## src/tle_pkg.sv

```systemverilog
package tle_pkg;

    localparam int unsigned BYTE_W = 8;

    localparam logic [BYTE_W-1:0] CHAR_NEWLINE   = 8'd10;
    localparam logic [BYTE_W-1:0] CHAR_BACKSPACE = 8'd8;

    // result destinations
    localparam logic DEST_ECHO   = 1'b0;
    localparam logic DEST_READER = 1'b1;

    // configuration register indexes
    localparam int unsigned CFG_INDEX_W = 1;
    localparam logic [CFG_INDEX_W-1:0] CFG_CANONICAL_MODE = 1'b0;
    localparam logic [CFG_INDEX_W-1:0] CFG_ECHO_ENABLE    = 1'b1;

endpackage

```

## src/tle_ifs.sv

```systemverilog
interface tle_byte_if;
    logic                         valid;
    logic                         ready;
    logic [tle_pkg::BYTE_W-1:0]   byte_in;

    modport source (output valid, output byte_in, input ready);
    modport sink   (input valid, input byte_in, output ready);
endinterface

interface tle_result_if;
    logic                         valid;
    logic                         ready;
    logic                         destination;
    logic [tle_pkg::BYTE_W-1:0]   data_byte;
    logic                         last;

    modport source (output valid, output destination, output data_byte, output last,
                    input ready);
    modport sink   (input valid, input destination, input data_byte, input last,
                    output ready);
endinterface

interface tle_cfg_if;
    logic                               valid;
    logic                               ready;
    logic [tle_pkg::CFG_INDEX_W-1:0]    index;
    logic                               data;

    modport source (output valid, output index, output data, input ready);
    modport sink   (input valid, input index, input data, output ready);
endinterface

```

## src/tle_line_ram.sv

```systemverilog
module tle_line_ram #(
    parameter int unsigned DEPTH  = 32,
    parameter int unsigned ADDR_W = 5
) (
    input  logic                        clk,
    input  logic                        we,
    input  logic [ADDR_W-1:0]           waddr,
    input  logic [tle_pkg::BYTE_W-1:0]  wdata,
    input  logic                        re,
    input  logic [ADDR_W-1:0]           raddr,
    output logic [tle_pkg::BYTE_W-1:0]  rdata
);

    logic [tle_pkg::BYTE_W-1:0] mem [DEPTH];
    logic [tle_pkg::BYTE_W-1:0] rdata_reg;

    always_ff @(posedge clk)
    begin
        if (we)
        begin
            mem[waddr] <= wdata;
        end
    end

    always_ff @(posedge clk)
    begin
        if (re)
        begin
            rdata_reg <= mem[raddr];
        end
    end

    assign rdata = rdata_reg;

endmodule

```

## src/terminal_line_editor_core.sv

```systemverilog
// Terminal line editor: canonical line discipline for typed bytes.
//
// byte_chan carries one typed byte per item; result_chan carries the results
// (destination, data_byte, last), and last marks the final result of an item.
// cfg writes canonical_mode (index 0) and echo_enable (index 1); it is always
// ready and is meant to be written only while the block is idle.
//
// Raw bytes, ordinary bytes and backspaces are accepted directly and their
// result, if any, is valid on the following cycle. A newline starts a
// readout of the stored line from the line RAM: each stored byte is read
// from the RAM, then loaded into the output register, and byte_chan stays
// not ready until the readout of the whole line has ended. The output
// register holds one result; a stalled receiver holds the readout, and a
// new item is taken only when the output register is free or being
// emptied in the same cycle.
//
// Reset clears the line length to zero and sets both registers to 1. The line
// RAM is not cleared; only entries up to the length (where the newline goes) are read.
module terminal_line_editor_core #(
    parameter int unsigned LINE_BYTES = 32
) (
    input  logic                 clk,
    input  logic                 rst_n,
    tle_byte_if.sink             byte_chan,
    tle_result_if.source         result_chan,
    tle_cfg_if.sink              cfg
);

    localparam int unsigned ADDR_W = (LINE_BYTES > 1) ? $clog2(LINE_BYTES) : 1;
    localparam logic [ADDR_W-1:0] LEN_MAX = ADDR_W'(LINE_BYTES - 1);

    typedef enum logic [1:0] {
        S_IDLE,
        S_READ,
        S_EMIT
    } state_t;

    state_t                       state_reg, state_next;
    logic [ADDR_W-1:0]            line_length_reg, line_length_next;
    logic [ADDR_W-1:0]            rd_idx_reg, rd_idx_next;
    logic [ADDR_W-1:0]            end_idx_reg, end_idx_next;
    logic                         canonical_reg, canonical_next;
    logic                         echo_reg, echo_next;
    logic                         out_valid_reg, out_valid_next;
    logic                         destination_reg, destination_next;
    logic [tle_pkg::BYTE_W-1:0]   data_reg, data_next;
    logic                         last_reg, last_next;

    logic                         out_free;
    logic                         accept;
    logic                         ram_we;
    logic [ADDR_W-1:0]            ram_waddr;
    logic                         ram_re;
    logic [tle_pkg::BYTE_W-1:0]   ram_rdata;
    logic [tle_pkg::BYTE_W-1:0]   b;

    tle_line_ram #(
        .DEPTH  (LINE_BYTES),
        .ADDR_W (ADDR_W)
    ) u_line_ram (
        .clk   (clk),
        .we    (ram_we),
        .waddr (ram_waddr),
        .wdata (b),
        .re    (ram_re),
        .raddr (rd_idx_reg),
        .rdata (ram_rdata)
    );

    assign b        = byte_chan.byte_in;
    assign out_free = !out_valid_reg || result_chan.ready;
    assign byte_chan.ready = (state_reg == S_IDLE) && out_free;
    assign accept   = byte_chan.valid && byte_chan.ready;
    assign cfg.ready = 1'b1;

    assign result_chan.valid       = out_valid_reg;
    assign result_chan.destination = destination_reg;
    assign result_chan.data_byte   = data_reg;
    assign result_chan.last        = last_reg;

    always_comb
    begin
        state_next       = state_reg;
        line_length_next = line_length_reg;
        rd_idx_next      = rd_idx_reg;
        end_idx_next     = end_idx_reg;
        canonical_next   = canonical_reg;
        echo_next        = echo_reg;
        out_valid_next   = out_valid_reg && !result_chan.ready;
        destination_next = destination_reg;
        data_next        = data_reg;
        last_next        = last_reg;
        ram_we           = 1'b0;
        ram_waddr        = line_length_reg;
        ram_re           = 1'b0;

        if (cfg.valid)
        begin
            case (cfg.index)
                tle_pkg::CFG_CANONICAL_MODE: canonical_next = cfg.data;
                tle_pkg::CFG_ECHO_ENABLE:    echo_next      = cfg.data;
                default:                     ;
            endcase
        end

        case (state_reg)
            S_IDLE:
            begin
                if (accept)
                begin
                    if (!canonical_reg)
                    begin
                        out_valid_next   = 1'b1;
                        destination_next = tle_pkg::DEST_READER;
                        data_next        = b;
                        last_next        = 1'b1;
                    end
                    else if (b == tle_pkg::CHAR_NEWLINE)
                    begin
                        ram_we           = 1'b1;
                        end_idx_next     = line_length_reg;
                        rd_idx_next      = '0;
                        line_length_next = '0;
                        state_next       = S_READ;
                        if (echo_reg)
                        begin
                            out_valid_next   = 1'b1;
                            destination_next = tle_pkg::DEST_ECHO;
                            data_next        = b;
                            last_next        = 1'b0;
                        end
                    end
                    else if (b == tle_pkg::CHAR_BACKSPACE)
                    begin
                        if (line_length_reg != '0)
                        begin
                            line_length_next = line_length_reg - 1'b1;
                            if (echo_reg)
                            begin
                                out_valid_next   = 1'b1;
                                destination_next = tle_pkg::DEST_ECHO;
                                data_next        = b;
                                last_next        = 1'b1;
                            end
                        end
                    end
                    // full line: byte dropped without a result
                    else if (line_length_reg != LEN_MAX)
                    begin
                        ram_we           = 1'b1;
                        line_length_next = line_length_reg + 1'b1;
                        if (echo_reg)
                        begin
                            out_valid_next   = 1'b1;
                            destination_next = tle_pkg::DEST_ECHO;
                            data_next        = b;
                            last_next        = 1'b1;
                        end
                    end
                end
            end
            S_READ:
            begin
                ram_re     = 1'b1;
                state_next = S_EMIT;
            end
            S_EMIT:
            begin
                if (out_free)
                begin
                    out_valid_next   = 1'b1;
                    destination_next = tle_pkg::DEST_READER;
                    data_next        = ram_rdata;
                    last_next        = (rd_idx_reg == end_idx_reg);
                    if (rd_idx_reg == end_idx_reg)
                    begin
                        state_next = S_IDLE;
                    end
                    else
                    begin
                        rd_idx_next = rd_idx_reg + 1'b1;
                        state_next  = S_READ;
                    end
                end
            end
            default:
            begin
                state_next = S_IDLE;
            end
        endcase
    end

    always_ff @(posedge clk or negedge rst_n)
    begin
        if (!rst_n)
        begin
            state_reg       <= S_IDLE;
            line_length_reg <= '0;
            rd_idx_reg      <= '0;
            end_idx_reg     <= '0;
            canonical_reg   <= 1'b1;
            echo_reg        <= 1'b1;
            out_valid_reg   <= 1'b0;
            destination_reg <= 1'b0;
            data_reg        <= '0;
            last_reg        <= 1'b0;
        end
        else
        begin
            state_reg       <= state_next;
            line_length_reg <= line_length_next;
            rd_idx_reg      <= rd_idx_next;
            end_idx_reg     <= end_idx_next;
            canonical_reg   <= canonical_next;
            echo_reg        <= echo_next;
            out_valid_reg   <= out_valid_next;
            destination_reg <= destination_next;
            data_reg        <= data_next;
            last_reg        <= last_next;
        end
    end

    a_length_in_range: assert property (@(posedge clk) disable iff (!rst_n)
        line_length_reg <= LEN_MAX)
        else $error("line length beyond capacity");

    a_newline_clears: assert property (@(posedge clk) disable iff (!rst_n)
        (accept && canonical_reg && (b == tle_pkg::CHAR_NEWLINE))
        |=> (line_length_reg == '0) && (state_reg == S_READ))
        else $error("newline did not clear line and start readout");

    a_readout_bounded: assert property (@(posedge clk) disable iff (!rst_n)
        (state_reg != S_IDLE) |-> (rd_idx_reg <= end_idx_reg))
        else $error("readout index past end of line");

endmodule
```

## src/flat_wrapper.sv

```systemverilog
// flat-port wrapper written by rule: the top's interface ports become plain ports
module terminal_line_editor_core_flat 
#(
    parameter int unsigned LINE_BYTES = 32
)
  (clk, rst_n, byte_chan_valid, byte_chan_byte_in, byte_chan_ready, result_chan_valid, result_chan_destination, result_chan_data_byte, result_chan_last, result_chan_ready, cfg_valid, cfg_index, cfg_data, cfg_ready);
  tle_byte_if byte_chan_i ();
  tle_result_if result_chan_i ();
  tle_cfg_if cfg_i ();
  input  logic clk;
  input  logic rst_n;
  input wire logic [$bits(byte_chan_i.valid)-1:0] byte_chan_valid;
  input wire logic [$bits(byte_chan_i.byte_in)-1:0] byte_chan_byte_in;
  output wire logic [$bits(byte_chan_i.ready)-1:0] byte_chan_ready;
  output wire logic [$bits(result_chan_i.valid)-1:0] result_chan_valid;
  output wire logic [$bits(result_chan_i.destination)-1:0] result_chan_destination;
  output wire logic [$bits(result_chan_i.data_byte)-1:0] result_chan_data_byte;
  output wire logic [$bits(result_chan_i.last)-1:0] result_chan_last;
  input wire logic [$bits(result_chan_i.ready)-1:0] result_chan_ready;
  input wire logic [$bits(cfg_i.valid)-1:0] cfg_valid;
  input wire logic [$bits(cfg_i.index)-1:0] cfg_index;
  input wire logic [$bits(cfg_i.data)-1:0] cfg_data;
  output wire logic [$bits(cfg_i.ready)-1:0] cfg_ready;
  assign byte_chan_i.valid = byte_chan_valid;
  assign byte_chan_i.byte_in = byte_chan_byte_in;
  assign byte_chan_ready = byte_chan_i.ready;
  assign result_chan_valid = result_chan_i.valid;
  assign result_chan_destination = result_chan_i.destination;
  assign result_chan_data_byte = result_chan_i.data_byte;
  assign result_chan_last = result_chan_i.last;
  assign result_chan_i.ready = result_chan_ready;
  assign cfg_i.valid = cfg_valid;
  assign cfg_i.index = cfg_index;
  assign cfg_i.data = cfg_data;
  assign cfg_ready = cfg_i.ready;
  terminal_line_editor_core #(.LINE_BYTES(LINE_BYTES)) u_core (.clk(clk), .rst_n(rst_n), .byte_chan(byte_chan_i), .result_chan(result_chan_i), .cfg(cfg_i));
endmodule
```

## config.mk

```make
export PLATFORM = sky130hd
export DESIGN_NAME = terminal_line_editor_core_flat
export DESIGN_NICKNAME = d
export VERILOG_FILES = /design/src/tle_pkg.sv /design/src/tle_ifs.sv /design/src/tle_line_ram.sv /design/src/terminal_line_editor_core.sv /design/src/flat_wrapper.sv
export SDC_FILE = /design/constraint.sdc
export NUM_CORES = 1
export LEC_CHECK = 0
export ABC_CLOCK_PERIOD_IN_PS = 7000
export BUFFER_PORTS_ARGS = -buffer_cell sky130_fd_sc_hd__buf_2
export CAP_MARGIN = 20
export CORE_ASPECT_RATIO = 0.8
export CORE_MARGIN = 1.5
export CORE_UTILIZATION = 45
export DETAILED_ROUTE_END_ITERATION = 8
export GPL_TIMING_DRIVEN = 0
export PLACE_DENSITY = 0.67
export SETUP_SLACK_MARGIN = 0.4
export SYNTH_ARGS = -nofsm -noshare
export SYNTH_HDL_FRONTEND = slang
export SYNTH_SLANG_ARGS = --single-unit
```

## constraint.sdc

```tcl
create_clock -name clk -period 7 [get_ports clk]
set_input_delay 1.05 -clock clk [delete_from_list [all_inputs] [get_ports clk]]
set_output_delay 1.05 -clock clk [all_outputs]
set_load 0.01 [all_outputs]
```

==> results of run 1 <==
## how the worst max path moves through the flow
stage | cells after the start | from | to | slack, ns
after floorplan | 9 | byte_chan_byte_in[5] | u_core.line_length_reg[4]$_DFFE_PN0P_ | 3.30
after global placement | 6 | byte_chan_byte_in[3] | u_core.u_line_ram.mem[3][0]$_DFFE_PP_ | 2.64
after detailed placement | 6 | byte_chan_byte_in[3] | u_core.u_line_ram.mem[3][6]$_DFFE_PP_ | 2.51
after CTS | 6 | byte_chan_byte_in[3] | u_core.u_line_ram.mem[3][4]$_DFFE_PP_ | 3.06
after global routing | 10 | byte_chan_byte_in[5] | u_core.line_length_reg[4]$_DFFE_PN0P_ | 2.82
final | 10 | byte_chan_byte_in[5] | u_core.line_length_reg[4]$_DFFE_PN0P_ | 2.93
## routing by layer
metal | global-route usage [%] | share of wire (%) | up-vias
met5 | 0 | 0 | -
met4 | 3.66 | 1.6 | 0
met3 | 5.36 | 8.0 | 44
met2 | 29.9 | 48 | 212
met1 | 26.9 | 43 | 3191
li1 | - | - | 2613
## power by group through the flow
| stage | Clock (mW) | Combinational (mW) | Sequential, mW |
|---|---|---|---|
| CTS | 1.58 | 0.710 | 2.01 |
| finish | 1.56 | 0.707 | 2.01 |
| global placement | 0 | 0.687 | 2.04 |
| floorplan | 0 | 0.474 | 2.05 |
| global route | 1.65 | 0.769 | 2.02 |
| detailed placement | 0 | 0.707 | 2.05 |
## cell families after synthesis
logic type,count (synthesis)
buffers and inverters,40
AO/OA/AOI/OAI,34
flip-flops,294
multiplexers,98
XOR/XNOR,6
other,1
AND/OR/NAND/NOR,145
adder cells (fa/ha/maj),5
## through the flow
step | power (mW) | setup WS (ns) | util [%] | instances
finish | 4.28 | 2.93 | 51.5 | 1057
global route | 4.43 | 2.82 | 51.5 | 1057
CTS | 4.30 | 3.06 | 51.5 | 1056
detailed placement | 2.75 | 2.51 | 47.8 | 1006
global placement | 2.73 | 2.64 | 47.8 | 1006
floorplan | 2.52 | 3.30 | - | 623
## critical path, cell delays in order
cell and delay [ns]:
buf_2 0.32, or4_4 0.68, nor4_4 0.51, inv_1 0.14
fa_1 0.46, nor2b_1 0.17, o21ai_0 0.15, a211o_1 0.34
a2111oi_0 0.52, a211o_1 0.17
## layout make-up
class                      instances  area (um^2)  share of cell area, %
sequential                       294         8680                   64.5
inverter                           8         30.0                  0.223
tap                              357          447                   3.32
clock buffer                      35          748                   5.56
multi-input combinational        289         3090                   22.9
clock inverter                    15          200                   1.49
buffer                            32          128                  0.948
timing repair buffer              27          145                   1.08
## layout by cell type, fill, tap and decap left out, types with 4 or more instances in the layout
cell	n
mux2_2	14
nand2b_1	6
edfxtp_1	264
nor2b_1	6
xor2_1	5
nand2_1	60
dfrtp_1	28
mux4_2	80
a21oi_1	9
nor2_1	44
buf_2	29
inv_1	7
a21o_1	4
clkbuf_1	28
nand3_1	6
clkinv_2	4
buf_1	6
ha_1	4
bufinv_16	5
clkinv_1	5
nor3_1	4
clkbuf_16	29
==> flow_metrics.py, run 1 <==
metrics = {
    "status": {
        "outcome": "finished, final reports clean",
    },
    "detailed_routing": {
        "wire_per_inst_um": 23.7,
        "drt-initial-drc-count": 599,
        "post_drt_via_cell_ratio": 5.73,
        "drt.antenna.violating_nets": 0,
        "wl_mm": 25.1,
        "first_pass_iters": 6,
        "post-route-drc-count": 0,
        "vias": 6060,
    },
    "final_layout": {
        "nNetsFinal": 700,
        "nFillCells": 2059,
        "largest_register_ffs": 256,
        "area_growth_pct": 12.9,
        "drive_gt1_share_pct": 25.1,
        "final_area_um2": 13500,
        "diodes": 0,
    },
    "worst_hold_path": {
        "holdCritPathClass": "reg2reg",
        "min_from": "u_core.result_chan.destination$_DFFE_PN0P_",
        "hold_depth": 1,
        "holdPathEnd": "u_core.result_chan.destination$_DFFE_PN0P_",
    },
    "clock_network": {
        "cts_setup_buffers": 0,
        "path_clk_slew_ns": 0.06,
        "clockBufferDepth": 3,
        "root_buffer": "clkbuf_16",
        "h-tree-depth": 1,
        "hold_buffers": 0,
        "cts_resized": 0,
        "cts_inserted_buffers": 28,
        "cts.sinks": 294,
        "clock_latency_ns": 0.54,
        "cts_tree": "yes",
    },
    "placement": {
        "routabilityCongestion": 0.881,
        "dpl.hpwl_mm": 16.4,
        "place_area_um2": 12500,
        "io_buffers": 26,
    },
    "floorplan": {
        "die_x_um": 185,
        "io_pins": 28,
        "coreArea_um2": 26100,
        "die_h_um": 149,
        "start_util_pct": 45.6,
        "fp-row-count": 53,
        "dieArea_um2": 27500,
    },
    "logic_synthesis": {
        "synth_compound_area_share_pct": 2.31,
        "synthXorXnorAreaFrac_pct": 0.441,
        "netlist_area_um2": 11900,
        "synthTopCellsByArea": "edfxtp_1 66%, mux4_2 15%, dfrtp_1 5.9%",
        "dominantRegCellSynth": "edfxtp_1",
        "synthMuxAreaShare_pct": 16.8,
        "synth.distinct_cells": 54,
        "yosys-top-cells-count": "264 x edfxtp_1, 80 x mux4_2, 60 x nand2_1",
        "yosys_warnings": 0,
        "synth_edf_count": 264,
        "ys_ff_latch": 294,
        "synth_top_area_cell": "edfxtp_1",
        "yosys.area_share.adder_pct": 0.588,
        "ys_seq_area_share_pct": 72.8,
        "synthesis.nets": 643,
        "synth-async-reset-ratio_pct": 10.2,
        "synth-simple-area-share_pct": 5.71,
        "yosysMostFrequentCell": "edfxtp_1",
        "syn_area_per_cell_um2": 19.1,
        "synth_top_family_by_area": "multiplexers",
        "synth_top_area_share_pct": 66.5,
        "synth_cells": 623,
    },
    "global_routing": {
        "grt_pass1_wl_mm": 38.1,
        "antenna_found_initial": 0,
        "grt_max_degree": 37,
        "grt_pass1_vias": 6203,
        "grt_usage_pct": 19.0,
        "grt-ovfl-total": 0,
    },
    "pwr": {
        "irDropWorstVdd_mv": 0.232,
        "internal_power_mw": 3.23,
        "pwr-share-comb_pct": 16.5,
        "p_per_area_nw_per_um2": 318,
        "swShare_pct": 24.5,
        "p_clk_share_pct": 36.5,
        "p_leak_nw": 4.39,
        "pwr-share-seq_pct": 47.0,
        "p_switching_mw": 1.05,
    },
    "critical_path": {
        "required_ns": 7.48,
        "worstPathArrival_ns": 4.54,
        "ff2ff_path_depth": 7,
        "critical_path_class": "in2reg",
        "cp_max_fo": 35,
        "endpoint_kind": "flop",
        "r2r-start": "u_core.rd_idx_reg[1]$_DFFE_PN0P_",
        "worst_setup_path_start_kind": "input pin",
        "worst-r2r-setup-slack_ns": 3.75,
        "r2r-end": "u_core.u_line_ram.rdata[2]$_DFFE_PN_",
    },
    "sta": {
        "fmax_mhz": 246,
        "min_period_ns": 4.07,
        "final_hold_viol_count": 0,
        "worst_slew_pin_slew_ns": 1.03,
        "slew_viol_final": 0,
        "max_slew_margin_pct": 31.1,
        "whs_ns": 0.484,
        "tns_ns": 0,
        "setup_violations": 0,
        "rsz0062_at_grt": "false",
        "finalCritPeriodShare_pct": 58.1,
        "skew_ns": 0.0135,
    },
    "run": {
        "timing.max_cap.violations": 0,
    },
}
Power figures use the tool's default switching activity.
==> run 2: changes to the inputs <==
ABC_AREA = 1   (was unset)
ABC_CLOCK_PERIOD_IN_PS = 3800   (was 7000)
clock period = 3.8 ns   (was 7 ns; I/O delays follow)
==> flow_metrics.py, run 2 <==
metrics = {
    "detailed_routing": {
        "post_drt_via_cell_ratio": 5.59,
        "wire_per_inst_um": 21.7,
        "dr_wl_met3_mm": 3.91,
        "met2_length_mm": 14.4,
        "drt.antenna.violating_nets": 0,
        "post-route-drc-count": 0,
        "drt-initial-drc-count": 1152,
        "highest_layer": "met4",
        "wl_met1_mm": 15.3,
        "vias": 8896,
        "wl_mm": 34.6,
        "first_pass_iters": 5,
    },
    "floorplan": {
        "io_pins": 28,
        "coreArea_um2": 27400,
        "die_x_um": 190,
        "die_h_um": 153,
        "fp-row-count": 54,
        "dieArea_um2": 29000,
        "start_util_pct": 46.0,
    },
    "placement": {
        "dpl.hpwl_mm": 22.9,
        "io_buffers": 26,
        "routabilityCongestion": 0.929,
        "place_inst": 1541,
        "post-place-ws_ns": 0.172,
    },
    "sta": {
        "final_hold_viol_count": 0,
        "setup_violations": 0,
        "min_period_ns": 3.07,
        "rsz0062_at_grt": "false",
        "worst_slew_pin_slew_ns": 0.973,
        "tns_ns": 0,
        "setup_slack_ns": 0.727,
        "max_slew_margin_pct": 34.9,
        "skew_ns": 0.0189,
        "slew_viol_final": 0,
        "finalCritPeriodShare_pct": 80.9,
        "fmax_mhz": 325,
        "whs_ns": 0.0675,
    },
    "critical_path": {
        "endpoint_kind": "flop",
        "worstPathArrival_ns": 3.25,
        "endpoint": "u_core.u_line_ram.mem[24][1]$_DFFE_PP_",
        "crit_chain": "buf_2 > inv_1 > nand2_1 > nor2_1 > nand2_1 > nand2_1 > nand2_1 > nand2_4 > nor2_4 > nand3_2 > nor2_1",
        "worst_setup_path_start_kind": "input pin",
        "required_ns": 3.97,
        "cp_slowest_cell": "nor2_1",
        "worstSetupStartpoint": "byte_chan_byte_in[1]",
        "ff2ff_path_depth": 9,
        "worst-r2r-setup-slack_ns": 1.20,
        "cp_max_fo": 33,
        "cpPeakStageDelay_ns": 0.73,
        "crit_top_cell": "nand2_1",
        "critical_path_class": "in2reg",
        "r2r-start": "u_core.line_length_reg[2]$_DFFE_PN0P_",
        "r2r-end": "u_core.u_line_ram.mem[24][1]$_DFFE_PP_",
    },
    "run": {
        "timing.max_cap.violations": 0,
    },
    "final_layout": {
        "nNetsFinal": 1228,
        "area_growth_pct": 11.8,
        "layout_commonest_cell": "nor2_1",
        "fin_cells": 1592,
        "diodes": 0,
        "drive_gt1_share_pct": 10.8,
        "largest_register_ffs": 256,
        "mostFrequentLayoutCells": "283 x nor2_1, 264 x edfxtp_1, 183 x nand2_1",
    },
    "global_routing": {
        "grt_pass1_vias": 8268,
        "antenna_found_initial": 0,
        "grt-ovfl-total": 0,
        "grt_pass1_wl_mm": 51.6,
        "grt_max_degree": 35,
        "grt_usage_pct": 24.2,
    },
    "clock_network": {
        "clockBufferDepth": 3,
        "path_clk_slew_ns": 0.07,
        "root_buffer": "clkbuf_16",
        "cts_resized": 0,
        "cts_tree": "yes",
        "h-tree-depth": 1,
        "clock_latency_ns": 0.56,
        "hold_buffers": 0,
        "cts_setup_buffers": 0,
        "cts_inserted_buffers": 29,
        "cts.sinks": 294,
    },
    "logic_synthesis": {
        "synth_top_area_cell": "edfxtp_1",
        "synth_edf_count": 264,
        "syn_area_per_cell_um2": 10.9,
        "synth_cells": 1151,
        "yosys_warnings": 0,
        "yosys-top-cells-count": "283 x nor2_1, 264 x edfxtp_1, 183 x nand2_1",
        "synthesis.nets": 1171,
        "yosysMostFrequentCell": "nor2_1",
        "synth_top_area_share_pct": 63.0,
        "ys_seq_area_share_pct": 68.9,
        "netlist_area_um2": 12600,
        "synth.distinct_cells": 39,
        "dominantRegCellSynth": "edfxtp_1",
        "ys_ff_latch": 294,
        "synth-async-reset-ratio_pct": 10.2,
        "synthTopCellsByArea": "edfxtp_1 63%, nor2_1 8.4%, o21ai_0 6.3%",
    },
    "worst_hold_path": {
        "holdCritPathClass": "in2async",
    },
    "pwr": {
        "irDropWorstVdd_mv": 0.437,
        "p_per_area_nw_per_um2": 679,
        "power_mw": 9.56,
        "p_leak_nw": 5.15,
    },
    "status": {
        "outcome": "finished, final reports clean",
    },
}
==> run 2: cell count changes in the layout (fill, tap and decap cells not counted), moves of 10 or more <==
cell,delta
nor2_1,+239
mux4_2,-80
o21ai_0,+155
mux2_2,-14
buf_2,+16
nand4_1,+10
inv_1,+26
nand2_1,+123
nand3_1,+34
o21ai_1,+18
==> run 2: layer usage <==
metal	vias to the layer above	GRT usage [%]
met1	4315	37.2
met3	53	6.15
met5	-	0
met4	0	6.73
met2	447	33.6
li1	4081	-
==> run 2: stage by stage <==
stage	utilization (%)	area, um^2
2_1_floorplan	-	12600
3_3_place_gp	48.2	13200
3_5_place_dp	48.2	13200
4_1_cts	51.4	14100
5_1_grt	51.4	14100
6_report	51.4	14100
==> run 2: area by class of cell <==
cell class / count / area (um^2)
fill: 2416 / 13300
sequential: 294 / 8680
multi-input combinational: 757 / 3430
clock buffer: 41 / 791
tap: 364 / 455
buffer: 59 / 332
inverter: 41 / 154
timing repair buffer: 26 / 130
clock inverter: 10 / 106
==> run 2: logic make-up after synthesis <==
group                      after synthesis  synth area share, %
buffers and inverters                  100                 3.85
and+or+nand+nor                        538                 17.7
xor gates and xnor gates                 4                0.278
other                                    1               0.0298
DFF                                    294                 68.9
AOI/OAI and AO/OA                      209                 8.68
adders and majority gates                5                0.556
==> run 2: worst max-delay path, delay by kind of cell <==
kind	cells	cell delay [ns]
simple gates	9	1.89
buf+inv	2	0.76
==> run 2: power by group <==
group          switching [mW]  total, mW  internal, mW
Sequential             0.0995       3.84          3.74
Clock                    1.20       2.78          1.58
Combinational            2.13       2.93         0.800
Total                    3.44       9.56          6.12
==> run 2: worst min path at each step <==
stage | startpoint | end | cells after the start
6_report | rst_n | u_core.result_chan.data_byte[1]$_DFFE_PN0P_ | 1
5_1_grt | rst_n | u_core.result_chan.valid$_DFF_PN0_ | 1
4_1_cts | rst_n | u_core.state_reg[0]$_DFFE_PN0P_ | 1
3_5_place_dp | u_core.result_chan.data_byte[7]$_DFFE_PN0P_ | u_core.result_chan.data_byte[7]$_DFFE_PN0P_ | 2
3_3_place_gp | u_core.result_chan.data_byte[7]$_DFFE_PN0P_ | u_core.result_chan.data_byte[7]$_DFFE_PN0P_ | 2
2_1_floorplan | rst_n | u_core.end_idx_reg[0]$_DFFE_PN0P_ | 0
